File: src/hw/rtl/dfcb_pkg.sv
// shared constants, codes and control structs for the cycle basis search
package dfcb_pkg;

  localparam int MAX_VERTICES_DEF = 8;
  localparam int MAX_RESULTS      = 21;
  localparam int NUM_VERT_RESET   = 8;

  typedef enum logic [1:0] {
    FUNC_ADD   = 2'd0,
    FUNC_RUN   = 2'd1,
    FUNC_CLEAR = 2'd2,
    FUNC_NONE  = 2'd3
  } func_t;

  typedef struct packed {
    logic add_edge;
    logic clear_graph;
    logic run_init;
    logic scan;
    logic walk;
    logic emit;
    logic finish;
  } dp_cmd_t;

  typedef struct packed {
    logic stack_empty;
    logic back_edge;
    logic walk_done;
    logic pend_valid;
    logic out_free;
    logic last_slot;
  } dp_status_t;

endpackage

File: src/hw/rtl/dfcb_if.sv
// handshake channel interfaces for command beats and result beats

interface dfcb_in_if;
  logic       valid;
  logic       ready;
  logic [1:0] func;
  logic [2:0] vertex_a;
  logic [2:0] vertex_b;

  modport source (output valid, output func, output vertex_a, output vertex_b, input ready);
  modport sink   (input valid, input func, input vertex_a, input vertex_b, output ready);
endinterface

interface dfcb_out_if;
  logic       valid;
  logic       ready;
  logic [4:0] cycle_number;
  logic [2:0] start_vertex;
  logic [2:0] end_vertex;
  logic [7:0] member_mask;
  logic       found;
  logic       last;

  modport source (output valid, output cycle_number, output start_vertex, output end_vertex,
                  output member_mask, output found, output last, input ready);
  modport sink   (input valid, input cycle_number, input start_vertex, input end_vertex,
                  input member_mask, input found, input last, output ready);
endinterface

File: src/hw/rtl/dfcb_ctrl.sv
// control state machine sequencing edge loads, search, parent walks and result beats
module dfcb_ctrl (
  input  logic                clk,
  input  logic                rst_n,
  input  logic                in_valid,
  input  logic [1:0]          in_func,
  output logic                in_ready,
  input  dfcb_pkg::dp_status_t st,
  output dfcb_pkg::dp_cmd_t    cmd
);
  import dfcb_pkg::*;

  typedef enum logic [4:0] {
    S_IDLE = 5'b00001,
    S_SCAN = 5'b00010,
    S_WALK = 5'b00100,
    S_EMIT = 5'b01000,
    S_FIN  = 5'b10000
  } state_t;

  state_t state_r, state_nxt;

  always_ff @(posedge clk) begin
    if (!rst_n) begin
      state_r <= S_IDLE;
    end else begin
      state_r <= state_nxt;
    end
  end

  always_comb begin
    state_nxt = state_r;
    cmd       = '0;
    in_ready  = 1'b0;
    case (state_r)
      S_IDLE: begin
        in_ready = 1'b1;
        if (in_valid) begin
          case (func_t'(in_func))
            FUNC_ADD:   cmd.add_edge = 1'b1;
            FUNC_CLEAR: cmd.clear_graph = 1'b1;
            FUNC_RUN: begin
              cmd.run_init = 1'b1;
              state_nxt    = S_SCAN;
            end
            default: ;
          endcase
        end
      end
      S_SCAN: begin
        if (st.stack_empty) begin
          state_nxt = S_FIN;
        end else begin
          cmd.scan = 1'b1;
          if (st.back_edge) state_nxt = S_WALK;
        end
      end
      S_WALK: begin
        cmd.walk = 1'b1;
        if (st.walk_done) state_nxt = S_EMIT;
      end
      S_EMIT: begin
        // held cycle moves out only when the output slot can take it
        if (!st.pend_valid || st.out_free) begin
          cmd.emit  = 1'b1;
          state_nxt = st.last_slot ? S_FIN : S_SCAN;
        end
      end
      S_FIN: begin
        if (st.out_free) begin
          cmd.finish = 1'b1;
          state_nxt  = S_IDLE;
        end
      end
      default: state_nxt = S_IDLE;
    endcase
  end

endmodule

File: src/hw/rtl/dfcb_datapath.sv
// graph storage, search stack, parent walk and result registers
module dfcb_datapath #(
  parameter int MAX_VERTICES = dfcb_pkg::MAX_VERTICES_DEF
) (
  input  logic                 clk,
  input  logic                 rst_n,
  input  logic                 cfg_we,
  input  logic [3:0]           cfg_wdata,
  input  logic [2:0]           in_vertex_a,
  input  logic [2:0]           in_vertex_b,
  input  dfcb_pkg::dp_cmd_t    cmd,
  output dfcb_pkg::dp_status_t st,
  dfcb_out_if.source           out_chan
);
  import dfcb_pkg::*;

  localparam int VW = $clog2(MAX_VERTICES);
  localparam int CW = $clog2(MAX_VERTICES + 1);

  logic [3:0]              nv_r;
  logic [MAX_VERTICES-1:0] adj_r  [MAX_VERTICES];
  logic [MAX_VERTICES-1:0] exam_r [MAX_VERTICES];
  logic [MAX_VERTICES-1:0] vis_r;
  logic [VW-1:0]           par_r  [MAX_VERTICES];
  logic [VW-1:0]           stk_v_r[MAX_VERTICES];
  logic [CW-1:0]           stk_n_r[MAX_VERTICES];
  logic [CW-1:0]           depth_r;
  logic [4:0]              cnt_r;
  logic [VW-1:0]           z_r;
  logic [VW-1:0]           wend_r;
  logic [CW-1:0]           steps_r;
  logic [MAX_VERTICES-1:0] wmask_r;

  logic                    pend_v_r;
  logic [4:0]              p_num_r;
  logic [2:0]              p_s_r;
  logic [2:0]              p_e_r;
  logic [7:0]              p_mask_r;

  logic                    o_valid_r;
  logic [4:0]              o_num_r;
  logic [2:0]              o_s_r;
  logic [2:0]              o_e_r;
  logic [7:0]              o_mask_r;
  logic                    o_found_r;
  logic                    o_last_r;

  logic [CW-1:0]           n_eff;
  logic [VW-1:0]           top;
  logic [VW-1:0]           cur;
  logic [CW-1:0]           y;
  logic [VW-1:0]           yi;
  logic                    in_range;
  logic                    edge_new;
  logic [VW-1:0]           va;
  logic [VW-1:0]           vb;
  logic                    add_ok;
  logic [VW-1:0]           zp;
  logic [MAX_VERTICES-1:0] cur_bit;
  logic [MAX_VERTICES-1:0] zp_bit;

  always_comb begin
    if (nv_r == 4'd0) begin
      n_eff = CW'(1);
    end else if (32'(nv_r) > MAX_VERTICES) begin
      n_eff = CW'(MAX_VERTICES);
    end else begin
      n_eff = CW'(nv_r);
    end
  end

  assign top      = VW'(depth_r - CW'(1));
  assign cur      = stk_v_r[top];
  assign y        = stk_n_r[top];
  assign in_range = (y < n_eff);
  assign yi       = VW'(y);
  assign edge_new = in_range && adj_r[cur][yi] && !exam_r[cur][yi];
  assign va       = VW'(in_vertex_a);
  assign vb       = VW'(in_vertex_b);
  assign add_ok   = (32'(in_vertex_a) < MAX_VERTICES) && (32'(in_vertex_b) < MAX_VERTICES);
  assign zp       = par_r[z_r];

  always_comb begin
    cur_bit      = '0;
    cur_bit[cur] = 1'b1;
    zp_bit       = '0;
    zp_bit[zp]   = 1'b1;
  end

  assign st.stack_empty = (depth_r == '0);
  assign st.back_edge   = edge_new && vis_r[yi];
  assign st.walk_done   = (z_r == wend_r) || !(steps_r < n_eff);
  assign st.pend_valid  = pend_v_r;
  assign st.out_free    = !o_valid_r || out_chan.ready;
  assign st.last_slot   = (cnt_r == 5'(MAX_RESULTS - 1));

  // configuration and control state
  always_ff @(posedge clk) begin
    if (!rst_n) begin
      nv_r     <= 4'(NUM_VERT_RESET);
      vis_r    <= '0;
      depth_r  <= '0;
      cnt_r    <= '0;
      pend_v_r <= 1'b0;
      for (int i = 0; i < MAX_VERTICES; i++) begin
        adj_r[i]  <= '0;
        exam_r[i] <= '0;
      end
    end else begin
      if (cfg_we) nv_r <= cfg_wdata;
      if (cmd.add_edge && add_ok) begin
        adj_r[va][vb] <= 1'b1;
        adj_r[vb][va] <= 1'b1;
      end
      if (cmd.clear_graph) begin
        for (int i = 0; i < MAX_VERTICES; i++) adj_r[i] <= '0;
      end
      if (cmd.run_init) begin
        for (int i = 0; i < MAX_VERTICES; i++) exam_r[i] <= '0;
        vis_r    <= MAX_VERTICES'(1);
        cnt_r    <= '0;
        depth_r  <= CW'(1);
        pend_v_r <= 1'b0;
      end
      if (cmd.scan) begin
        if (!in_range) begin
          depth_r <= depth_r - CW'(1);
        end else if (edge_new) begin
          exam_r[cur][yi] <= 1'b1;
          exam_r[yi][cur] <= 1'b1;
          if (!vis_r[yi]) begin
            vis_r[yi] <= 1'b1;
            if (32'(depth_r) < MAX_VERTICES) depth_r <= depth_r + CW'(1);
          end
        end
      end
      if (cmd.emit) begin
        pend_v_r <= 1'b1;
        cnt_r    <= cnt_r + 5'd1;
      end
      if (cmd.finish) pend_v_r <= 1'b0;
    end
  end

  // stack, parent links and walk registers
  always_ff @(posedge clk) begin
    if (cmd.run_init) begin
      par_r[0]   <= '0;
      stk_v_r[0] <= '0;
      stk_n_r[0] <= '0;
    end
    if (cmd.scan && in_range) begin
      stk_n_r[top] <= y + CW'(1);
      if (edge_new) begin
        if (!vis_r[yi]) begin
          par_r[yi] <= cur;
          if (32'(depth_r) < MAX_VERTICES) begin
            stk_v_r[VW'(depth_r)] <= yi;
            stk_n_r[VW'(depth_r)] <= '0;
          end
        end else begin
          // back edge: start walking parent links from the current vertex
          z_r     <= cur;
          wend_r  <= yi;
          steps_r <= '0;
          wmask_r <= cur_bit;
        end
      end
    end
    if (cmd.walk && !st.walk_done) begin
      z_r     <= zp;
      wmask_r <= wmask_r | zp_bit;
      steps_r <= steps_r + CW'(1);
    end
    if (cmd.emit) begin
      p_num_r  <= cnt_r;
      p_s_r    <= 3'(cur);
      p_e_r    <= 3'(wend_r);
      p_mask_r <= 8'(wmask_r);
    end
  end

  // output register: a held cycle leaves as non-last when a newer one arrives
  always_ff @(posedge clk) begin
    if (!rst_n) begin
      o_valid_r <= 1'b0;
    end else if ((cmd.emit && pend_v_r) || cmd.finish) begin
      o_valid_r <= 1'b1;
    end else if (out_chan.ready) begin
      o_valid_r <= 1'b0;
    end
  end

  always_ff @(posedge clk) begin
    if ((cmd.emit && pend_v_r) || (cmd.finish && pend_v_r)) begin
      o_num_r   <= p_num_r;
      o_s_r     <= p_s_r;
      o_e_r     <= p_e_r;
      o_mask_r  <= p_mask_r;
      o_found_r <= 1'b1;
      o_last_r  <= cmd.finish;
    end else if (cmd.finish) begin
      o_num_r   <= '0;
      o_s_r     <= '0;
      o_e_r     <= '0;
      o_mask_r  <= '0;
      o_found_r <= 1'b0;
      o_last_r  <= 1'b1;
    end
  end

  assign out_chan.valid        = o_valid_r;
  assign out_chan.cycle_number = o_num_r;
  assign out_chan.start_vertex = o_s_r;
  assign out_chan.end_vertex   = o_e_r;
  assign out_chan.member_mask  = o_mask_r;
  assign out_chan.found        = o_found_r;
  assign out_chan.last         = o_last_r;

endmodule

File: src/hw/rtl/dfs_fundamental_cycle_basis_top.sv
// top level of the fundamental cycle basis search engine
//
//  channel   dir   beat contents
//  in_chan   in    func, vertex_a, vertex_b
//  out_chan  out   cycle_number, start_vertex, end_vertex, member_mask, found, last
//  cfg_*     in    num_vertices
//
// add and clear beats are taken while idle. a run takes a start step, then scans each
// adjacency bit of each pushed vertex and pops the vertex once its bits are done, and
// closes with a scan that finds the stack empty and a finish step. each cycle found adds
// a parent walk and an emit step, and a run stops at the cap of 21 found cycles.
// reset is synchronous and active low, and clears graph, marks and counters at once.
// a stalled result beat holds the search only when a second result needs the slot.
module dfs_fundamental_cycle_basis_top #(
  parameter int MAX_VERTICES = dfcb_pkg::MAX_VERTICES_DEF
) (
  input  logic       clk,
  input  logic       rst_n,
  input  logic       cfg_we,
  input  logic [3:0] cfg_wdata,
  dfcb_in_if.sink    in_chan,
  dfcb_out_if.source out_chan
);
  import dfcb_pkg::*;

  dp_cmd_t    cmd;
  dp_status_t st;

  dfcb_ctrl u_ctrl (
    .clk      (clk),
    .rst_n    (rst_n),
    .in_valid (in_chan.valid),
    .in_func  (in_chan.func),
    .in_ready (in_chan.ready),
    .st       (st),
    .cmd      (cmd)
  );

  dfcb_datapath #(
    .MAX_VERTICES (MAX_VERTICES)
  ) u_dp (
    .clk         (clk),
    .rst_n       (rst_n),
    .cfg_we      (cfg_we),
    .cfg_wdata   (cfg_wdata),
    .in_vertex_a (in_chan.vertex_a),
    .in_vertex_b (in_chan.vertex_b),
    .cmd         (cmd),
    .st          (st),
    .out_chan    (out_chan)
  );

endmodule

File: src/flat_wrapper.sv
// flat-port wrapper written by rule: the top's interface ports become plain ports
module dfs_fundamental_cycle_basis_top_flat import dfcb_pkg::*;
#(
  parameter int MAX_VERTICES = dfcb_pkg::MAX_VERTICES_DEF
)
  (clk, rst_n, cfg_we, cfg_wdata, in_chan_valid, in_chan_func, in_chan_vertex_a, in_chan_vertex_b, in_chan_ready, out_chan_valid, out_chan_cycle_number, out_chan_start_vertex, out_chan_end_vertex, out_chan_member_mask, out_chan_found, out_chan_last, out_chan_ready);
  dfcb_in_if in_chan_i ();
  dfcb_out_if out_chan_i ();
  input  logic clk;
  input  logic rst_n;
  input  logic cfg_we;
  input  logic [3:0] cfg_wdata;
  input wire logic [$bits(in_chan_i.valid)-1:0] in_chan_valid;
  input wire logic [$bits(in_chan_i.func)-1:0] in_chan_func;
  input wire logic [$bits(in_chan_i.vertex_a)-1:0] in_chan_vertex_a;
  input wire logic [$bits(in_chan_i.vertex_b)-1:0] in_chan_vertex_b;
  output wire logic [$bits(in_chan_i.ready)-1:0] in_chan_ready;
  output wire logic [$bits(out_chan_i.valid)-1:0] out_chan_valid;
  output wire logic [$bits(out_chan_i.cycle_number)-1:0] out_chan_cycle_number;
  output wire logic [$bits(out_chan_i.start_vertex)-1:0] out_chan_start_vertex;
  output wire logic [$bits(out_chan_i.end_vertex)-1:0] out_chan_end_vertex;
  output wire logic [$bits(out_chan_i.member_mask)-1:0] out_chan_member_mask;
  output wire logic [$bits(out_chan_i.found)-1:0] out_chan_found;
  output wire logic [$bits(out_chan_i.last)-1:0] out_chan_last;
  input wire logic [$bits(out_chan_i.ready)-1:0] out_chan_ready;
  assign in_chan_i.valid = in_chan_valid;
  assign in_chan_i.func = in_chan_func;
  assign in_chan_i.vertex_a = in_chan_vertex_a;
  assign in_chan_i.vertex_b = in_chan_vertex_b;
  assign in_chan_ready = in_chan_i.ready;
  assign out_chan_valid = out_chan_i.valid;
  assign out_chan_cycle_number = out_chan_i.cycle_number;
  assign out_chan_start_vertex = out_chan_i.start_vertex;
  assign out_chan_end_vertex = out_chan_i.end_vertex;
  assign out_chan_member_mask = out_chan_i.member_mask;
  assign out_chan_found = out_chan_i.found;
  assign out_chan_last = out_chan_i.last;
  assign out_chan_i.ready = out_chan_ready;
  dfs_fundamental_cycle_basis_top #(.MAX_VERTICES(MAX_VERTICES)) u_core (.clk(clk), .rst_n(rst_n), .cfg_we(cfg_we), .cfg_wdata(cfg_wdata), .in_chan(in_chan_i), .out_chan(out_chan_i));
endmodule
File: config.mk
export PLATFORM = sky130hd
export DESIGN_NAME = dfs_fundamental_cycle_basis_top_flat
export DESIGN_NICKNAME = d
export VERILOG_FILES = /design/src/hw/rtl/dfcb_pkg.sv /design/src/hw/rtl/dfcb_if.sv /design/src/hw/rtl/dfcb_ctrl.sv /design/src/hw/rtl/dfcb_datapath.sv /design/src/hw/rtl/dfs_fundamental_cycle_basis_top.sv /design/src/flat_wrapper.sv
export SDC_FILE = /design/constraint.sdc
export NUM_CORES = 1
export LEC_CHECK = 0
export ABC_AREA = 1
export BUFFER_PORTS_ARGS = -buffer_cell sky130_fd_sc_hd__buf_2
export CAP_MARGIN = 25
export CORE_AREA = 2 2 177 136
export DETAILED_ROUTE_END_ITERATION = 10
export DIE_AREA = 0 0 179 138
export PLACE_DENSITY_LB_ADDON = 0.1
export SLEW_MARGIN = 10
export SYNTH_ARGS = -nofsm -noshare
export SYNTH_HDL_FRONTEND = slang
export SYNTH_SLANG_ARGS = --single-unit
File: constraint.sdc
create_clock -name clk -period 5.1 [get_ports clk]
set_input_delay 0.255 -clock clk [delete_from_list [all_inputs] [get_ports clk]]
set_output_delay 0.255 -clock clk [all_outputs]
set_load 0.01 [all_outputs]
# Word level (Yosys, flattened, before mapping)
# Memories as Yosys holds them, arrays and structs flattened. A register that Yosys moved wholly into a read port is not among the register bits.
# Index checks and enable logic that the tools add are counted.
# word_totals
ff_bits	86
mem_bits_rw	208
inputBits	17
out_inout_bits	23
elab_cells	267
memories	5
# op_classes
n_addsub	5
order_cmp	14
eq_ne	15
n_mux	146
bitwise_logic	19
reduce_logical	42
# memory_table
memory	depth	width	read_ports	rd_ports_with_merged_regs	wr	line	source
u_core.u_dp.adj_r	8	8	1	0	8	dfcb_datapath.sv:21	logic [MAX_VERTICES-1:0] adj_r [MAX_VERTICES];
u_core.u_dp.exam_r	8	8	1	0	8	dfcb_datapath.sv:22	logic [MAX_VERTICES-1:0] exam_r [MAX_VERTICES];
u_core.u_dp.stk_n_r	8	4	1	0	2	dfcb_datapath.sv:26	logic [CW-1:0] stk_n_r[MAX_VERTICES];
u_core.u_dp.par_r	8	3	1	1	1	dfcb_datapath.sv:24	logic [VW-1:0] par_r [MAX_VERTICES];
u_core.u_dp.stk_v_r	8	3	1	0	1	dfcb_datapath.sv:25	logic [VW-1:0] stk_v_r[MAX_VERTICES];
# ops
op	n
2-to-1 mux 8 bit	40
2-to-1 mux 5 bit	12
2-to-1 mux 3 bit	19
2-to-1 mux 1 bit	53
2-to-1 mux 4 bit	13
OR reduction 8 bit	4
case mux 5 bit (5 select lines)	1
less-than comparator 3 x 4 -> 1 bit (second input constant)	5
bitwise OR 1 bit	16
bitwise OR 8 bit	2
demux 1 bit (select 3 bit)	5
>= comparator 3 x 1 -> 1 bit (second input constant)	5
adder 4 x 1 -> 4 bit (second input constant)	3
logical AND 1 bit	12
nonzero test 2 bit	6
equality test 5 bit (second input constant)	2
binary-select mux 1 bit (select 3 bit)	3
logical NOT 4 bit	2
less-than comparator 4 bit	2
inequality test 2 bit (second input constant)	4
AND reduction 3 bit	2
AND reduction 6 bit	1
OR reduction 3 bit	2
adder 5 x 1 -> 5 bit (second input constant)	1
other kinds (18)	26

# Depth between registers and ports, before layout
# Gate-level depths: netlist (run 1).
# An unclocked memory read counts as a cell.
# depth
word_depth	14
ltp_mapped	30
depth_no_buf	23

# Hierarchy
# Synthesis (run 1) repeated with hierarchy kept, for this count alone.
# hier_totals
cells_unflattened	1883
hier_area_um2	14148.6
# modules_own_cells
module	instances	cells_per_inst	area_each_um2	seq_area_each_um2
dfcb_datapath	1	1802	13701.9	6896.6
dfcb_ctrl	1	81	446.7	100.1

# Least setup slack after synthesis (run 1)
# No wires, ideal clock.
# synth_timing
path_type	reg2reg
start	reg u_core.u_dp.depth_r[0]
end	reg u_core.u_dp.steps_r[0] (enable)
setup_time_ns	0.331
t_arrival_ns	4.048
required_ns	4.769
path_slack_ns	0.721
stages_incl_launch_ff	26
path_buffers	6
period_less_slack_ns	4.379
cell_sequence	dfxtp_1 buf_4 inv_2 buf_4 buf_2 buf_1 ha_1 buf_2 inv_2 buf_2 o21ai_0 o22ai_1 inv_1 o21ai_1 ha_1 nand2_1 nand2_1 a21boi_2 nand3_1 nor2_1 nand2_1 nor2_4 nand2_1 nor2_1 nor2_2 inv_2
# synth_via
word_cells_on_any_way	23
cone_classes	1 x add/sub; 1 x order compare; 8 x mux; 9 x reduce/logical; 4 x memory
# synth_rtl
element	line	source
start, declared	dfcb_datapath.sv:27	logic [CW-1:0] depth_r;
start signal, assigned	dfcb_datapath.sv:127	depth_r <= depth_r - CW'(1);
start signal, assigned	dfcb_datapath.sv:133	if (32'(depth_r) < MAX_VERTICES) depth_r <= depth_r + CW'(1);
subtractor 4 x 1 -> 4 bit *	-	
memory read (8 x 4 bit) *	-	
named net u_core.u_dp.y[1]	dfcb_datapath.sv:51	logic [CW-1:0] y;
binary-select mux 1 bit (select 3 bit)	dfcb_datapath.sv:77	assign edge_new = in_range && adj_r[cur][yi] && !exam_r[cur][yi];
2-to-1 mux 1 bit (not written as such)	dfcb_datapath.sv:77	
logical AND 1 bit / logical NOT 1 bit (equally long branches)	dfcb_datapath.sv:77	
logical AND 1 bit	dfcb_datapath.sv:77	
nonzero test 2 bit (no line)	-	
AND reduction 3 bit (no line) *	-	
end signal, assigned	dfcb_datapath.sv:173	steps_r <= steps_r + CW'(1);
end, declared	dfcb_datapath.sv:31	logic [CW-1:0] steps_r;
# Mark *: on every way through the listed nets, which the timed path passes. The rest lies on a longest branch. The select of a mux whose other input is x is not followed.
# A chain may end at the register's enable or synchronous reset.

# Final worst setup path (run 1)
# layout_timing
start	reg u_core.u_dp.depth_r[1]
end	reg u_core.u_dp.steps_r[2] (enable)
# Same word-level chain as after synthesis.

==> results by group, run 1 <==
Run status
  • Status: complete, no violations

GRT
  • Tot GR Track Use: 0.2908
  • Antenna violations before repair: 0
  • Largest net degree at the start of global routing: 65
  • Number of global-route vias before repair: between 10000 and 15000
  • First-pass GRT wire length: ~58 mm
  • Total gr overflow: 0

Placement
  • Final HPWL DP: approximately 24 mm
  • Final RePlAce weighted congestion: between 0.9 and 1
  • Pre-CTS setup slack: slightly below 500 ps
  • Buffers on Ports: 39

Finish
  • Nets@finish: between 1500 and 2000
  • Fill cells: 2045
  • Layout area overhead: 10.07%
  • Multi-input logic area: between 0.005 and 0.006 sq mm
  • Commonest cells after routing, fill and taps aside: nand2_1 (592), inv_1 (273), dfxtp_1 (192)
  • N_diodes: 0
  • Sequential cell area: approximately 0.0070 sq mm
  • Most common cell after layout, fill and taps aside: nand2_1
  • Share of cells above drive strength 1: 0.06846

STA
  • Total negative slack: 0 ps
  • Final setup violation count: 0
  • Period utilization: 0.9237
  • Slew HR: 0.2808
  • Final WS setup: 388.9 ps
  • F_max: about 210 MHz
  • Hold Vio Cnt, Final: 0
  • Worst slew pin tran: roughly 1100 ps
  • Min cycle time layout: roughly 4700 ps
  • Min Hold Slack: between 30 and 40 ps
  • Max Slew Vio Count: 0
  • Worst Skew: about 9.5 ps
  • Unrepaired setup endpoints after global routing: no

Synthesis
  • Ranking of synthesized cells by area: dfxtp_1 (27%), edfxtp_1 (23%), nand2_1 (16%), inv_1 (7.3%), nand3_1 (6.4%)
  • EDFF count, synth: about 110
  • Synth top area share: 0.2750
  • Synthesized area: 0.01398 sq mm
  • Main synth FF type: dfxtp_1
  • Syn_nets: between 1500 and 2000
  • Yosys reg bits: slightly below 300
  • Sequential cell area fraction in the yosys report: 0.5006
  • Yosys warning count: 0
  • Avg Cell Area, Syn: 7.470 sq um
  • Post-Synthesis Cells: around 1900
  • Yosys top cell by area: dfxtp_1
  • Synth cell types: 42
  • Post-synth ARST share: 0

Setup path
  • Crit-path cells: inv_1 > ha_1 > inv_2 > nor2_1 > o21ai_0 > o21ai_1 > inv_1 > o21ai_4 > ha_1 > nand2_1 > inv_1 > a21boi_2 > nand3_1 > nor2_1 > nand2_1 > nor2_4 > nand2_1 > nor2_1 > nor2_2 > inv_2
  • Worst path top cell family by delay: simple AND/OR/NAND/NOR gates
  • CP Class: flop to flop
  • CP Data Arrival Time: between 4000 and 5000 ps
  • CP Capture Type: flop
  • CP startpoint kind: flop
  • Worst path bufs/invs: 5
  • Worst Path Max Fanout: 18
  • WP data required: 5310 ps
  • Slowest-stage cell, CP: ha_1
  • Peak per-stage delay on the critical path: about 710 ps

Power and ir drop
  • Switching portion of total power: 0.2962
  • P_leak: approximately 6.7 nW
  • NetSw: roughly 0.0016 W
  • Maximum VDD drop: approximately 0.28 mV
  • PD cells: between 300 and 400 mW/mm^2
  • Sequential share of power: 0.448
  • Clock power frac: 0.365
  • Logic pwr share: 0.187
  • Internal power: slightly below 0.004 W
  • Power, Total: between 0.005 and 0.006 W

Routing
  • Met2 Routed Length: between 15 and 20 mm
  • Highest metal used: met4
  • Total Wirelength: ~36 mm
  • Residual DRC: 0
  • Met3 wire length: about 2.9 mm
  • Drt pass-1 iters: 7
  • WL per Instance: between 15 and 20 um
  • DRT iter0 DRCs: 1464
  • Vias per inst: ~5.5
  • Vias: approximately 12000
  • Metal-1 WL: between 15 and 20 mm
  • Antenna Nets Post-Route: 0

Clocking
  • CTS tree: done
  • Clock Latency Late Sink: 550 ps
  • Total clock sinks: ~300
  • Clock transition at path regs: 60 ps
  • Root buffer cell: clkbuf_16
  • CTS H-tree lvls: 1
  • Inserted Clock Buffers: 29
  • Clk buf depth: 3

Floorplanning
  • Die Wd: around 180 um
  • Starting Density: 0.6015
  • Die area: around 0.025 sq mm
  • Rows: 49
  • Io pins: 40
  • Die height: 138 um
  • Core area: between 0.02 and 0.025 sq mm

Min path
  • Hold/Removal Path Class: input pin to flop

Job
  • Max-cap violations: 0
## synth_stat cells, drive strengths merged, types with 12 or more instances
cell type,instances
a21oi,30
buf,32
clkbuf,28
dfxtp,192
edfxtp,105
ha,12
inv,277
nand2,595
nand3,181
nor2,159
o21ai,152
o22ai,43
## kinds of logic (layout without fill, tap and decap cells)
logic type | Yosys count | count (layout) | share of synthesized area
AOI/OAI and AO/OA | 248 | 248 | 0.09910
xor gates and xnor gates | 13 | 13 | 0.009221
adders and majority gates | 12 | 12 | 0.01074
buffers and inverters | 341 | 398 | 0.09739
DFF | 297 | 297 | 0.5006
and+or+nand+nor | 960 | 960 | 0.2830
## power by group through the flow
| stage | logic (W) | registers (W) | clock network [W] |
|---|---|---|---|
| 2_1_floorplan | 0.000717 | 0.00252 | 0 |
| 3_3_place_gp | 0.000993 | 0.00253 | 0 |
| 3_5_place_dp | 0.000995 | 0.00253 | 0 |
| 4_1_cts | 0.00100 | 0.00247 | 0.00204 |
| 5_1_grt | 0.00114 | 0.00247 | 0.00214 |
| 6_report | 0.00103 | 0.00247 | 0.00202 |
## final cells by class
class | instances | area share
sequential | 297 | 0.4548
clock inverter | 4 | 0.002928
tap | 306 | 0.02489
inverter | 281 | 0.06856
multi-input combinational | 1233 | 0.3678
clock buffer | 47 | 0.05376
timing repair buffer | 66 | 0.02733
## per-stage QoR
stage / area [sq um] / utilization / std cells
global placement: 14420 / 0.6207 / 2174
global route: 15380 / 0.6621 / 2234
detailed placement: 14420 / 0.6207 / 2174
finish: 15380 / 0.6621 / 2234
floorplan: 13980 / - / 1871
CTS: 15350 / 0.6608 / 2231
## worst register-to-register path: stages (launching register included)
cell      delay [ps]
dfxtp_1          390
inv_1            100
ha_1             710
inv_2            300
nor2_1           160
o21ai_0           90
o21ai_1          100
inv_1             80
o21ai_4          300
ha_1             300
nand2_1           70
inv_1             50
a21boi_2         330
nand3_1          130
nor2_1           110
nand2_1           90
nor2_4           220
nand2_1          130
nor2_1           310
nor2_2           110
inv_2            300
## flip-flops by register name (all words and copies together), names as in the netlist, 24 cells and up, named ones only
signal and count:
u_core.u_dp.adj_r 64, u_core.u_dp.stk_n_r 32, u_core.u_dp.par_r 24, u_core.u_dp.exam_r 64, u_core.u_dp.stk_v_r 24
## path summary, 6_finish.rpt
kind                                        startpoint                      end  depth (start not counted)  slack [ps]
worst max-delay path            u_core.u_dp.depth_r[1]   u_core.u_dp.steps_r[2]                         20         390
worst min-delay path                            cfg_we      u_core.u_dp.nv_r[0]                          3          40
worst max register to register  u_core.u_dp.depth_r[1]   u_core.u_dp.steps_r[2]                         20         390
worst min register to register  u_core.u_dp.wmask_r[4]  u_core.u_dp.p_mask_r[4]                          0         450
## repair_timing
action	CTS	global route
hold endpoints to repair	4	0
hold buffers	6	0
gates resized for setup	0	0
buffers inserted	0	0
## layer usage
layer	up-vias	track usage
li1	6066	-
met1	5651	0.4236
met2	503	0.4447
met3	98	0.04098
met4	0	0.1006
met5	-	0
No activity file was read; power rests on OpenSTA's default activity.
==> run 2: changes to the inputs <==
- CORE_AREA: 2 2 177 136 -> 2 2 197 122
- DIE_AREA: 0 0 179 138 -> 0 0 199 124
==> run 2 against run 1 <==
Against the previous run: sequential share of layout area down 0.42 points; critical path depth is 2 lower; worst setup slack improved by 240 ps; first-iteration DRC count is 11% higher; clock skew rose by 7.8 ps; via count is 1.4% higher.
==> results by group, run 2 (synthesis gave the netlist of run 1 again) <==
Run status
  • Status: complete, no violations

Setup path
  • Slowest-stage cell, CP: nor4_1
  • CP Capture Type: flop
  • RR Endpoint: u_core.u_dp.stk_v_r[7][1]
  • WP data required: ~5300 ps
  • Worst Path Max Fanout: 11
  • RR Startpoint: u_core.u_dp.depth_r[1]
  • Crit path top cell by count: nand2_1
  • R2r setup slk: 620 ps
  • Path depth of the worst reg2reg path: 18
  • CP Data Arrival Time: around 4700 ps
  • Critical Path Source: u_core.u_dp.depth_r[1]
  • Crit-path cells: inv_1 > ha_1 > buf_4 > o21ai_0 > o22ai_1 > inv_1 > o21ai_1 > buf_4 > ha_1 > nand2_1 > nand2_1 > a21boi_2 > nand3_1 > nor2_1 > nand2_1 > nor2_4 > nand2_2 > nor4_1
  • CP startpoint kind: flop
  • Peak per-stage delay on the critical path: roughly 670 ps
  • CP Class: flop to flop
  • Capture point of the worst path: u_core.u_dp.stk_v_r[7][1]

Power and ir drop
  • P_leak: between 6 and 7 nW
  • Maximum VDD drop: around 0.3 mV
  • PD cells: 379.4 mW/mm^2

Clocking
  • Post-CTS Resized: 0
  • Root buffer cell: clkbuf_16
  • Inserted Clock Buffers: 28
  • Total clock sinks: between 200 and 300
  • Clk buf depth: 3
  • CTS tree: done
  • Clock transition at path regs: ~70 ps
  • Clock Latency Late Sink: approximately 560 ps
  • CTS H-tree lvls: 1

Floorplanning
  • Rows: 43
  • Die area: 0.02468 sq mm
  • Core area: 0.02276 sq mm
  • Starting Density: 0.6142
  • Io pins: 40
  • Die height: ~120 um
  • Die Wd: ~200 um

STA
  • Unrepaired setup endpoints after global routing: no
  • Total negative slack: 0 ps
  • F_max: around 220 MHz
  • Min cycle time layout: about 4500 ps
  • Worst Skew: between 15 and 20 ps
  • Hold Vio Cnt, Final: 0
  • Final setup violation count: 0
  • Worst slew pin tran: roughly 1100 ps
  • Period utilization: 0.8776
  • Max Slew Vio Count: 0
  • Slew HR: 0.2733

Finish
  • Nets@finish: roughly 1900
  • Sequential cell area: 0.006997 sq mm
  • N_diodes: 0
  • Largest regs: u_core.u_dp.adj_r (64), u_core.u_dp.exam_r (64), u_core.u_dp.stk_n_r (32)
  • Most common cell after layout, fill and taps aside: nand2_1
  • Commonest cells after routing, fill and taps aside: nand2_1 (592), inv_1 (275), dfxtp_1 (192)
  • Multi-input logic area: 0.005658 sq mm
  • Final instance area: 0.01553 sq mm
  • Fill cells: just under 2000
  • Share of cells above drive strength 1: 0.07261
  • Layout area overhead: 11.10%

Job
  • Max-cap violations: 0

GRT
  • Tot GR Track Use: 0.3205
  • First-pass GRT wire length: about 61 mm
  • Largest net degree at the start of global routing: 65
  • Antenna violations before repair: 0
  • Total gr overflow: 0
  • Number of global-route vias before repair: 11250

Routing
  • DRT iter0 DRCs: between 1500 and 2000
  • Antenna Nets Post-Route: 0
  • Vias: 12492
  • Total Wirelength: 38.62 mm
  • WL per Instance: between 15 and 20 um
  • Vias per inst: around 5.6
  • Drt pass-1 iters: 6
  • Residual DRC: 0

Placement
  • Buffers on Ports: 39
  • Final HPWL DP: ~27 mm
  • Area of placed instances: 0.01444 sq mm
  • Final RePlAce weighted congestion: 0.9933

Min path
  • Hold/Removal Path Class: input pin to flop
-- run 2: changes by cell type in the layout (fill, tap and decap cells not counted), sizes merged --
cell / previous run / this run
dlygate4sd3: 6 / 5
clkinvlp: 0 / 1
bufinv: 1 / 7
clkinv: 7 / 11
clkbuf: 47 / 33
inv: 277 / 282
buf: 60 / 59
-- run 2: layout make-up --
type / instances / share of cell area
clock buffers: 32 / 0.04746
clock inverters: 20 / 0.01829
inverters: 281 / 0.06792
multi-input cells: 1233 / 0.3644
flip-flops and latches: 297 / 0.4506
well taps: 315 / 0.02538
repair buffers: 65 / 0.02603
-- run 2: worst max-delay path, delay by kind of cell, from the launching register on --
kind            cells  cell delay [ps]
compound gates      4              860
flops               1              400
fa+ha+maj           2              690
simple gates        8             1490
buf+inv             4              650
-- run 2: per-layer routing --
layer / wire, um / part of all wire / GRT usage
met1: 18180 / 0.47 / 0.4964
met2: 14360 / 0.37 / 0.4198
met3: 5389 / 0.14 / 0.1105
met4: 694 / 0.018 / 0.07369
met5: 0 / 0 / 0
-- run 2: worst min path at each step --
stage | start | end | slack, ps | cells after the start
finish | cfg_we | u_core.u_dp.nv_r[1] | 40 | 3
CTS | cfg_we | u_core.u_dp.nv_r[1] | 30 | 3
global placement | u_core.u_dp.exam_r[2][2] | u_core.u_dp.exam_r[2][2] | 440 | 2
global route | cfg_we | u_core.u_dp.nv_r[0] | 80 | 3
floorplan | cfg_we | u_core.u_dp.nv_r[3] | 360 | 1
detailed placement | u_core.u_dp.exam_r[2][2] | u_core.u_dp.exam_r[2][2] | 440 | 2
-- run 2: repair_timing --
action                                  4_1_cts  5_1_grt
endpoints found under the setup margin        0        0
setup buffers                                 0        0
hold endpoints to repair                      4        0
hold buffers                                  5        0
-- run 2: stage by stage --
step	total power (W)	std cells	util	setup WS [ps]	hold slack [ps]
finish	0.005892	2243	0.6823	624.1	38.29
global route	0.006092	2243	0.6823	239.1	84.14
CTS	0.005858	2241	0.6816	724.1	28.21
detailed placement	0.003558	2184	0.6346	789.0	441.1
global placement	0.003545	2183	0.6342	840.5	438.7
floorplan	0.003240	1871	-	721.4	355.4
-- run 2: report_power, final --
group | internal (W) | total [W] | switching [W] | leakage (nW)
clock network | 0.00140 | 0.00232 | 0.000927 | 0.508
logic | 0.000273 | 0.00109 | 0.000821 | 3.76
registers | 0.00246 | 0.00247 | 0.00000956 | 2.48
